<file path="src/rtl/prs_pkg.sv">
// package for the periodic report scheduler
// holds request, report and table entry types, state codes and default sizes
// no dependencies
package prs_pkg;

    localparam int unsigned TABLE_ENTRIES_DEF = 20;

    localparam logic KIND_TICK    = 1'b0;
    localparam logic KIND_REQUEST = 1'b1;

    typedef enum logic [1:0] {
        ST_IDLE,
        ST_SCAN,
        ST_FILL
    } t_state;

    typedef struct packed {
        logic        kind;
        logic [15:0] var_id;
        logic [15:0] period;
    } t_req;

    typedef struct packed {
        logic [15:0] report_id;
        logic        periodic;
    } t_rpt;

    typedef struct packed {
        logic        enable;
        logic [15:0] var_id;
        logic [15:0] period;
        logic [15:0] timer;
    } t_entry;

    localparam int unsigned ENTRY_W = $bits(t_entry);

endpackage

</file>
<file path="src/rtl/prs_ram.sv">
// generic simple dual port ram with registered read
// one write port and one read port, no dependencies
module prs_ram #(
    parameter int unsigned WIDTH = 8,
    parameter int unsigned DEPTH = 16,
    localparam int unsigned AW   = (DEPTH > 1) ? $clog2(DEPTH) : 1
) (
    input  logic             i_clk,
    input  logic             i_wr_en,
    input  logic [AW-1:0]    i_wr_addr,
    input  logic [WIDTH-1:0] i_wr_data,
    input  logic             i_rd_en,
    input  logic [AW-1:0]    i_rd_addr,
    output logic [WIDTH-1:0] o_rd_data
);

    logic [WIDTH-1:0] r_mem [DEPTH];
    logic [WIDTH-1:0] r_rd_data;

    always_ff @(posedge i_clk) begin
        if (i_wr_en) begin
            r_mem[i_wr_addr] <= i_wr_data;
        end
        if (i_rd_en) begin
            r_rd_data <= r_mem[i_rd_addr];
        end
    end

    assign o_rd_data = r_rd_data;

endmodule

</file>
<file path="src/rtl/prs_scan.sv">
// table walker of the periodic report scheduler
// reads one entry per cycle and, for a tick or a matching request, writes it back updated; uses prs_pkg
// drives the report strobe and payload
module prs_scan
    import prs_pkg::*;
#(
    parameter int unsigned TABLE_ENTRIES = TABLE_ENTRIES_DEF,
    localparam int unsigned AW = (TABLE_ENTRIES > 1) ? $clog2(TABLE_ENTRIES) : 1
) (
    input  logic          i_clk,
    input  logic          i_rst_n,
    input  logic          i_start,
    input  t_req          i_req,
    output logic          o_busy,
    output logic          o_valid,
    output t_rpt          o_rpt,
    output logic          o_rd_en,
    output logic [AW-1:0] o_rd_addr,
    input  t_entry        i_rd_entry,
    output logic          o_wr_en,
    output logic [AW-1:0] o_wr_addr,
    output t_entry        o_wr_entry
);

    localparam logic [AW-1:0] LAST_IDX = AW'(TABLE_ENTRIES - 1);

    t_state        r_state, n_state;
    t_req          r_req, n_req;
    logic [AW-1:0] r_idx, n_idx;
    logic          r_found, n_found;
    logic [AW-1:0] r_free_idx, n_free_idx;
    logic [15:0]   r_free_timer, n_free_timer;
    logic          r_hit, n_hit;
    logic [15:0]   r_hit_id, n_hit_id;
    logic          r_out_valid, n_out_valid;
    t_rpt          r_out, n_out;

    always_ff @(posedge i_clk) begin
        if (!i_rst_n) begin
            r_state     <= ST_IDLE;
            r_out_valid <= 1'b0;
            r_found     <= 1'b0;
            r_hit       <= 1'b0;
        end else begin
            r_state     <= n_state;
            r_out_valid <= n_out_valid;
            r_found     <= n_found;
            r_hit       <= n_hit;
        end
    end

    always_ff @(posedge i_clk) begin
        r_req        <= n_req;
        r_idx        <= n_idx;
        r_free_idx   <= n_free_idx;
        r_free_timer <= n_free_timer;
        r_hit_id     <= n_hit_id;
        r_out        <= n_out;
    end

    always_comb begin
        logic [15:0] v_inc;
        logic        v_match;
        logic        v_due;
        logic        v_stop;
        logic        v_finish;
        logic        v_is_req;

        n_state      = r_state;
        n_req        = r_req;
        n_idx        = r_idx;
        n_found      = r_found;
        n_free_idx   = r_free_idx;
        n_free_timer = r_free_timer;
        n_hit        = r_hit;
        n_hit_id     = r_hit_id;
        n_out_valid  = 1'b0;
        n_out        = r_out;
        o_rd_en      = 1'b0;
        o_rd_addr    = r_idx;
        o_wr_en      = 1'b0;
        o_wr_addr    = r_idx;
        o_wr_entry   = i_rd_entry;

        v_inc    = i_rd_entry.timer + 16'd1;
        v_match  = (i_rd_entry.var_id == r_req.var_id);
        v_is_req = (r_req.kind == KIND_REQUEST);
        v_due    = 1'b0;
        v_stop   = 1'b0;
        v_finish = 1'b0;

        unique case (r_state)
            ST_IDLE: begin
                if (i_start) begin
                    n_req     = i_req;
                    n_idx     = '0;
                    n_found   = 1'b0;
                    n_hit     = 1'b0;
                    o_rd_en   = 1'b1;
                    o_rd_addr = '0;
                    n_state   = ST_SCAN;
                end
            end
            ST_SCAN: begin
                if (v_is_req) begin
                    if (v_match) begin
                        o_wr_en           = 1'b1;
                        o_wr_entry.period = r_req.period;
                        o_wr_entry.enable = (r_req.period != 16'd0);
                        v_stop            = (r_req.period != 16'd0);
                    end else if (!i_rd_entry.enable && !r_found) begin
                        n_found      = 1'b1;
                        n_free_idx   = r_idx;
                        n_free_timer = i_rd_entry.timer;
                    end
                end else begin
                    v_due = i_rd_entry.enable && (i_rd_entry.period != 16'd0)
                            && (v_inc >= i_rd_entry.period) && !r_hit;
                    o_wr_en          = 1'b1;
                    o_wr_entry.timer = v_due ? 16'd0 : v_inc;
                    if (v_due) begin
                        n_hit    = 1'b1;
                        n_hit_id = i_rd_entry.var_id;
                    end
                end
                if (v_stop) begin
                    v_finish = 1'b1;
                end else if (r_idx == LAST_IDX) begin
                    if (v_is_req && (r_req.period != 16'd0)) begin
                        n_state = ST_FILL;
                    end else begin
                        v_finish = 1'b1;
                    end
                end else begin
                    o_rd_en   = 1'b1;
                    o_rd_addr = r_idx + AW'(1);
                    n_idx     = r_idx + AW'(1);
                end
            end
            ST_FILL: begin
                o_wr_en    = r_found;
                o_wr_addr  = r_free_idx;
                o_wr_entry = '{enable: 1'b1, var_id: r_req.var_id,
                               period: r_req.period, timer: r_free_timer};
                v_finish   = 1'b1;
            end
            default: begin
                n_state = ST_IDLE;
            end
        endcase

        if (v_finish) begin
            n_state         = ST_IDLE;
            n_out_valid     = v_is_req || n_hit;
            n_out.report_id = v_is_req ? r_req.var_id : n_hit_id;
            n_out.periodic  = !v_is_req;
        end
    end

    assign o_busy  = (r_state != ST_IDLE);
    assign o_valid = r_out_valid;
    assign o_rpt   = r_out;

endmodule

</file>
<file path="src/rtl/periodic_report_scheduler_unit.sv">
// top level of the periodic report scheduler
// holds the entry table ram, its per-entry valid bits and the table walker
// depends on prs_pkg, prs_ram and prs_scan
//
// An item is taken when start is high and busy is low. Every item walks the
// table at most once through the single read port of the entry memory, one
// entry per cycle. A tick, or a request that cancels, walks the whole table; a
// request with a nonzero period that finds its id stops at that entry; a request
// that fills or finds the table full walks it all, then passes the fill state.
// The report appears on o_rpt with o_valid high for one cycle right after busy
// falls, and a new item may be started in that same cycle. Requests always
// report once with periodic low; a tick reports at most one due entry with
// periodic high. The receiver cannot stall the strobe. After reset the table
// reads as all zero at once through per-entry valid bits, with no clearing pass.
module periodic_report_scheduler_unit
    import prs_pkg::*;
#(
    parameter int unsigned TABLE_ENTRIES = TABLE_ENTRIES_DEF
) (
    input  logic i_clk,
    input  logic i_rst_n,
    input  logic start,
    output logic busy,
    input  t_req i_req,
    output logic o_valid,
    output t_rpt o_rpt
);

    localparam int unsigned AW = (TABLE_ENTRIES > 1) ? $clog2(TABLE_ENTRIES) : 1;

    logic               rd_en;
    logic [AW-1:0]      rd_addr;
    logic               wr_en;
    logic [AW-1:0]      wr_addr;
    t_entry             wr_entry;
    t_entry             rd_entry;
    logic [ENTRY_W-1:0] ram_q;

    logic [TABLE_ENTRIES-1:0] r_valid;
    logic                     r_rd_ok;

    prs_ram #(
        .WIDTH (ENTRY_W),
        .DEPTH (TABLE_ENTRIES)
    ) u_ram (
        .i_clk     (i_clk),
        .i_wr_en   (wr_en),
        .i_wr_addr (wr_addr),
        .i_wr_data (wr_entry),
        .i_rd_en   (rd_en),
        .i_rd_addr (rd_addr),
        .o_rd_data (ram_q)
    );

    always_ff @(posedge i_clk) begin
        if (!i_rst_n) begin
            r_valid <= '0;
            r_rd_ok <= 1'b0;
        end else begin
            if (wr_en) begin
                r_valid[wr_addr] <= 1'b1;
            end
            if (rd_en) begin
                r_rd_ok <= r_valid[rd_addr];
            end
        end
    end

    assign rd_entry = r_rd_ok ? t_entry'(ram_q) : '0;

    prs_scan #(
        .TABLE_ENTRIES (TABLE_ENTRIES)
    ) u_scan (
        .i_clk      (i_clk),
        .i_rst_n    (i_rst_n),
        .i_start    (start),
        .i_req      (i_req),
        .o_busy     (busy),
        .o_valid    (o_valid),
        .o_rpt      (o_rpt),
        .o_rd_en    (rd_en),
        .o_rd_addr  (rd_addr),
        .i_rd_entry (rd_entry),
        .o_wr_en    (wr_en),
        .o_wr_addr  (wr_addr),
        .o_wr_entry (wr_entry)
    );

`ifndef SYNTHESIS
    a_one_report_per_item : assert property (@(posedge i_clk) disable iff (!i_rst_n)
        o_valid |=> !o_valid)
        else $error("report strobe on two cycles in a row");

    a_start_sets_busy : assert property (@(posedge i_clk) disable iff (!i_rst_n)
        (start && !busy) |=> busy)
        else $error("accepted request did not start a table walk");

    a_write_only_busy : assert property (@(posedge i_clk) disable iff (!i_rst_n)
        wr_en |-> busy)
        else $error("table write outside a walk");

    a_no_rw_collision : assert property (@(posedge i_clk) disable iff (!i_rst_n)
        (rd_en && wr_en) |-> (rd_addr != wr_addr))
        else $error("read and write of the same entry in one cycle");
`endif

endmodule
</file>
<file path="config.mk">
export PLATFORM = sky130hd
export DESIGN_NAME = periodic_report_scheduler_unit
export DESIGN_NICKNAME = d
export VERILOG_FILES = /design/src/rtl/prs_pkg.sv /design/src/rtl/prs_ram.sv /design/src/rtl/prs_scan.sv /design/src/rtl/periodic_report_scheduler_unit.sv
export SDC_FILE = /design/constraint.sdc
export NUM_CORES = 2
export LEC_CHECK = 0
export ABC_AREA = 1
export BUFFER_PORTS_ARGS = -buffer_cell sky130_fd_sc_hd__buf_2
export CAP_MARGIN = 10
export CORE_MARGIN = 5
export CORE_UTILIZATION = 57
export CTS_CLUSTER_DIAMETER = 50
export CTS_CLUSTER_SIZE = 28
export DETAILED_ROUTE_END_ITERATION = 10
export PLACE_DENSITY = 0.82
export SYNTH_ARGS = -nofsm -noshare
export SYNTH_HDL_FRONTEND = slang
export SYNTH_SLANG_ARGS = --single-unit
</file>
<file path="constraint.sdc">
create_clock -name i_clk -period 4.3 [get_ports i_clk]
set_input_delay 0.645 -clock i_clk [delete_from_list [all_inputs] [get_ports i_clk]]
set_output_delay 0.645 -clock i_clk [all_outputs]
set_load 0.01 [all_outputs]
</file>
==> reports/metrics.cfg <==
[status]
outcome=finished, final reports clean

[timing]
hold_violations=0
setup_ws_ps=250
maxSlewViolCount=0
min_period_over_period=0.942
fmax_mhz=247
setup_viol=0
tns_ps=0
worst_pin_slew_ps=1200
slew_headroom=0.198
fin_skew_ps=44.6
min_period_ps=4050

[clock_tree]
cts_tree=built
cts_buffer_depth=3
cts_sinks=1147
clkSlewWorstSetupHoldPaths_ps=70
cts_max_level=3
cts_made_buffers=97
root_buffer=clkbuf_16
insertion_delay_ps=700

[power_and_ir_drop]
pwr-share-clk=0.251
sw_frac_of_total=0.372
powerDensity_nw_per_um2=699
ir_drop_mv=0.514
p_switching_mw=14.0
seq_power_share=0.406
p_int_mw=23.6
power_leakage_nw=19.9
comb_power_share=0.343

[worst_setup_path]
crit_arrival_ps=4570
r2r_end=u_ram.r_mem[11][5]
reg2reg_slack_ps=250
critPathLaunchType=flop
crit_fanout=20
reg2reg_depth=23
worstPathRequired_ps=4820
crit_start=r_rd_ok
crit_type=reg2reg
reg2reg_from=r_rd_ok
endpoint_kind=flop

[placement]
gp_congestion=0.914
portBuffers=54
dpl.hpwl_um=60900
pre_cts_ws_ps=96.0
dp.cells=5025
placed_area_sq_um=50000

[yosys]
synth_edf_count=1100
synth_ff_type=edfxtp_1
ys_async_sr_fraction=0
synth_top_area_cell=edfxtp_1
syn_area_sq_um=47900
postSynthAreaPerCell_sq_um=12.0
ys_top_cells_by_count=1100 x edfxtp_1, 591 x nand2_1, 498 x inv_1, 359 x nand3_1, 240 x o21ai_0
synth_area_leaders=edfxtp_1 69%, nand2_1 4.6%, inv_1 3.9%
syn_inst=4003
ys_warn_count=0
synth.distinct_cells=40
yosysSeqAreaShare=0.709
synth-seq-cells=1147
synth_most_common_cell=edfxtp_1
yosysTopAreaCellShare=0.690
synth_nets=4060

[hold_path]
whs_endpoint=u_scan.r_req[19]
hp-class=in2reg
hold_depth=1
hp-start=i_req[19]

[routing]
drc_errors=0
avgViaCountPerCell=6.06
ant_nets=0
drt_pass1_iterations=8
drt_iter0_markers=4364
wl_per_cell_um=21.8
finalWirelength_um=114000
num_vias=31600

[floorplan]
rows=106
ioPinCount=55
start_util=0.573
die_w_um=300
die_y_um=300
die_area_sq_um=89900
coreArea_sq_um=83600

[global_route]
grt_use_total=0.246
grt_max_degree=139
antenna_found_initial=0
grt_pass1_vias=30200
grt_pass1_wl_um=171000
grt_overflow=0

[finish]
drive_gt1_frac=0.108
instances_no_fill=5218
antenna_cells=0
layout.nets=4110
postLayoutCellArea_sq_um=53700
area_growth_pct=12.2

[run]
drv_cap=0

## worst max-delay path: stages (launching register included)
cell and delay [ps]:
dfxtp_4 390, buf_4 210, nand2_1 160, nor4_2 350, buf_4 170, nand2_1 60, nor2_2 150, nand3_2 130
nor3_4 170, nand3_1 120, xor2_1 140, inv_1 70, ha_1 280, nand2_1 70, inv_1 40, nand3_1 90
inv_1 70, a21oi_2 140, nand3_2 110, nand3_1 90, buf_4 230, nand3_1 90, a22oi_1 260, buf_4 280
## layer usage
| layer | vias to the layer above | track usage | share of wire |
|---|---|---|---|
| met5 | - | 0 | 0 |
| met4 | 0 | 0.0934 | 0.037 |
| met3 | 295 | 0.0505 | 0.11 |
| met2 | 1811 | 0.397 | 0.47 |
| met1 | 15100 | 0.334 | 0.38 |
| li1 | 14400 | - | - |
## sequential cells by signal, summed over array words and instances, names as in the netlist
register             cells
u_scan.r_req            33
u_scan.r_hit_id         16
u_scan.r_hit             1
u_ram.o_rd_data         49
u_scan.r_found           1
r_rd_ok                  1
u_scan.o_rpt            17
u_scan.r_free_timer     16
u_ram.r_mem            980
r_valid                 20
u_scan.r_state           2
u_scan.r_free_idx        5
u_scan.r_idx             5
u_scan.o_valid           1
## power by group through the flow
stage / combinational, mW / sequential (mW) / clock [mW]
2_1_floorplan: 8.82 / 15.4 / 0
3_3_place_gp: 11.9 / 15.5 / 0
3_5_place_dp: 12.4 / 15.5 / 0
4_1_cts: 12.5 / 15.2 / 9.53
5_1_grt: 14.2 / 15.3 / 10.0
6_report: 12.9 / 15.3 / 9.44
## logic make-up after synthesis
| group | Yosys count | synth area share |
|---|---|---|
| AOI/OAI and AO/OA | 928 | 0.116 |
| xor gates and xnor gates | 15 | 0.00274 |
| adders and majority gates | 21 | 0.00549 |
| buffers and inverters | 746 | 0.0654 |
| and+or+nand+nor | 1146 | 0.101 |
| DFF | 1147 | 0.709 |
## cells in the final DEF, fill, tap and decap left out, types with 5 or more instances in the layout
cell type | Yosys | layout
edfxtp_1 | 1100 | 1100
nand2_1 | 591 | 588
inv_1 | 498 | 494
nand3_1 | 359 | 356
o21ai_0 | 240 | 225
o211ai_1 | 199 | 199
a21oi_1 | 197 | 195
nor2_1 | 161 | 138
o21ai_1 | 117 | 129
clkbuf_16 | 0 | 100
buf_4 | 23 | 93
o22ai_1 | 62 | 62
buf_2 | 104 | 54
dfxtp_1 | 47 | 46
buf_12 | 0 | 41
o21a_1 | 37 | 37
a22oi_1 | 32 | 32
nor2_4 | 0 | 21
a21oi_2 | 19 | 20
ha_1 | 21 | 20
inv_6 | 0 | 18
clkinv_8 | 0 | 18
a221oi_1 | 16 | 16
xor2_1 | 14 | 14
inv_8 | 0 | 14
nand4_1 | 8 | 8
clkinv_4 | 0 | 8
clkinv_1 | 4 | 7
inv_12 | 0 | 6
nor3_1 | 9 | 5
a211oi_1 | 5 | 5
or2_2 | 5 | 5
bufinv_16 | 0 | 5
## layout make-up
cell class / instances / area (sq um)
tap: 1080 / 1350
clock buffer: 102 / 2470
inverter: 503 / 1890
fill: 5787 / 29800
clock inverter: 82 / 1060
timing repair buffer: 193 / 1910
sequential: 1147 / 34000
multi-input combinational: 2111 / 11100
## worst max-delay path by stage
stage | endpoint | slack [ps]
floorplan | u_ram.r_mem[0][0] | -190
finish | u_ram.r_mem[11][5] | 250
global placement | u_scan.o_rpt[15] | 240
CTS | u_scan.o_rpt[6] | 40
detailed placement | u_scan.o_rpt[6] | 100
global route | u_scan.o_rpt[13] | -40
## timing repair
| item | CTS | global route |
|---|---|---|
| hold buffers | 0 | 0 |
| setup buffers | 0 | 2 |
| resized for setup | 0 | 19 |
| endpoints found under the setup margin | 0 | 468 |
## metrics by stage
step           power [mW]   util  hold slack, ps
2_1_floorplan        24.3      -             432
3_3_place_gp         27.4  0.598             440
3_5_place_dp         27.9  0.598             447
4_1_cts              37.3  0.641             117
5_1_grt              39.5  0.643             121
6_report             37.6  0.643             149
(Power assumes the default switching activity.)
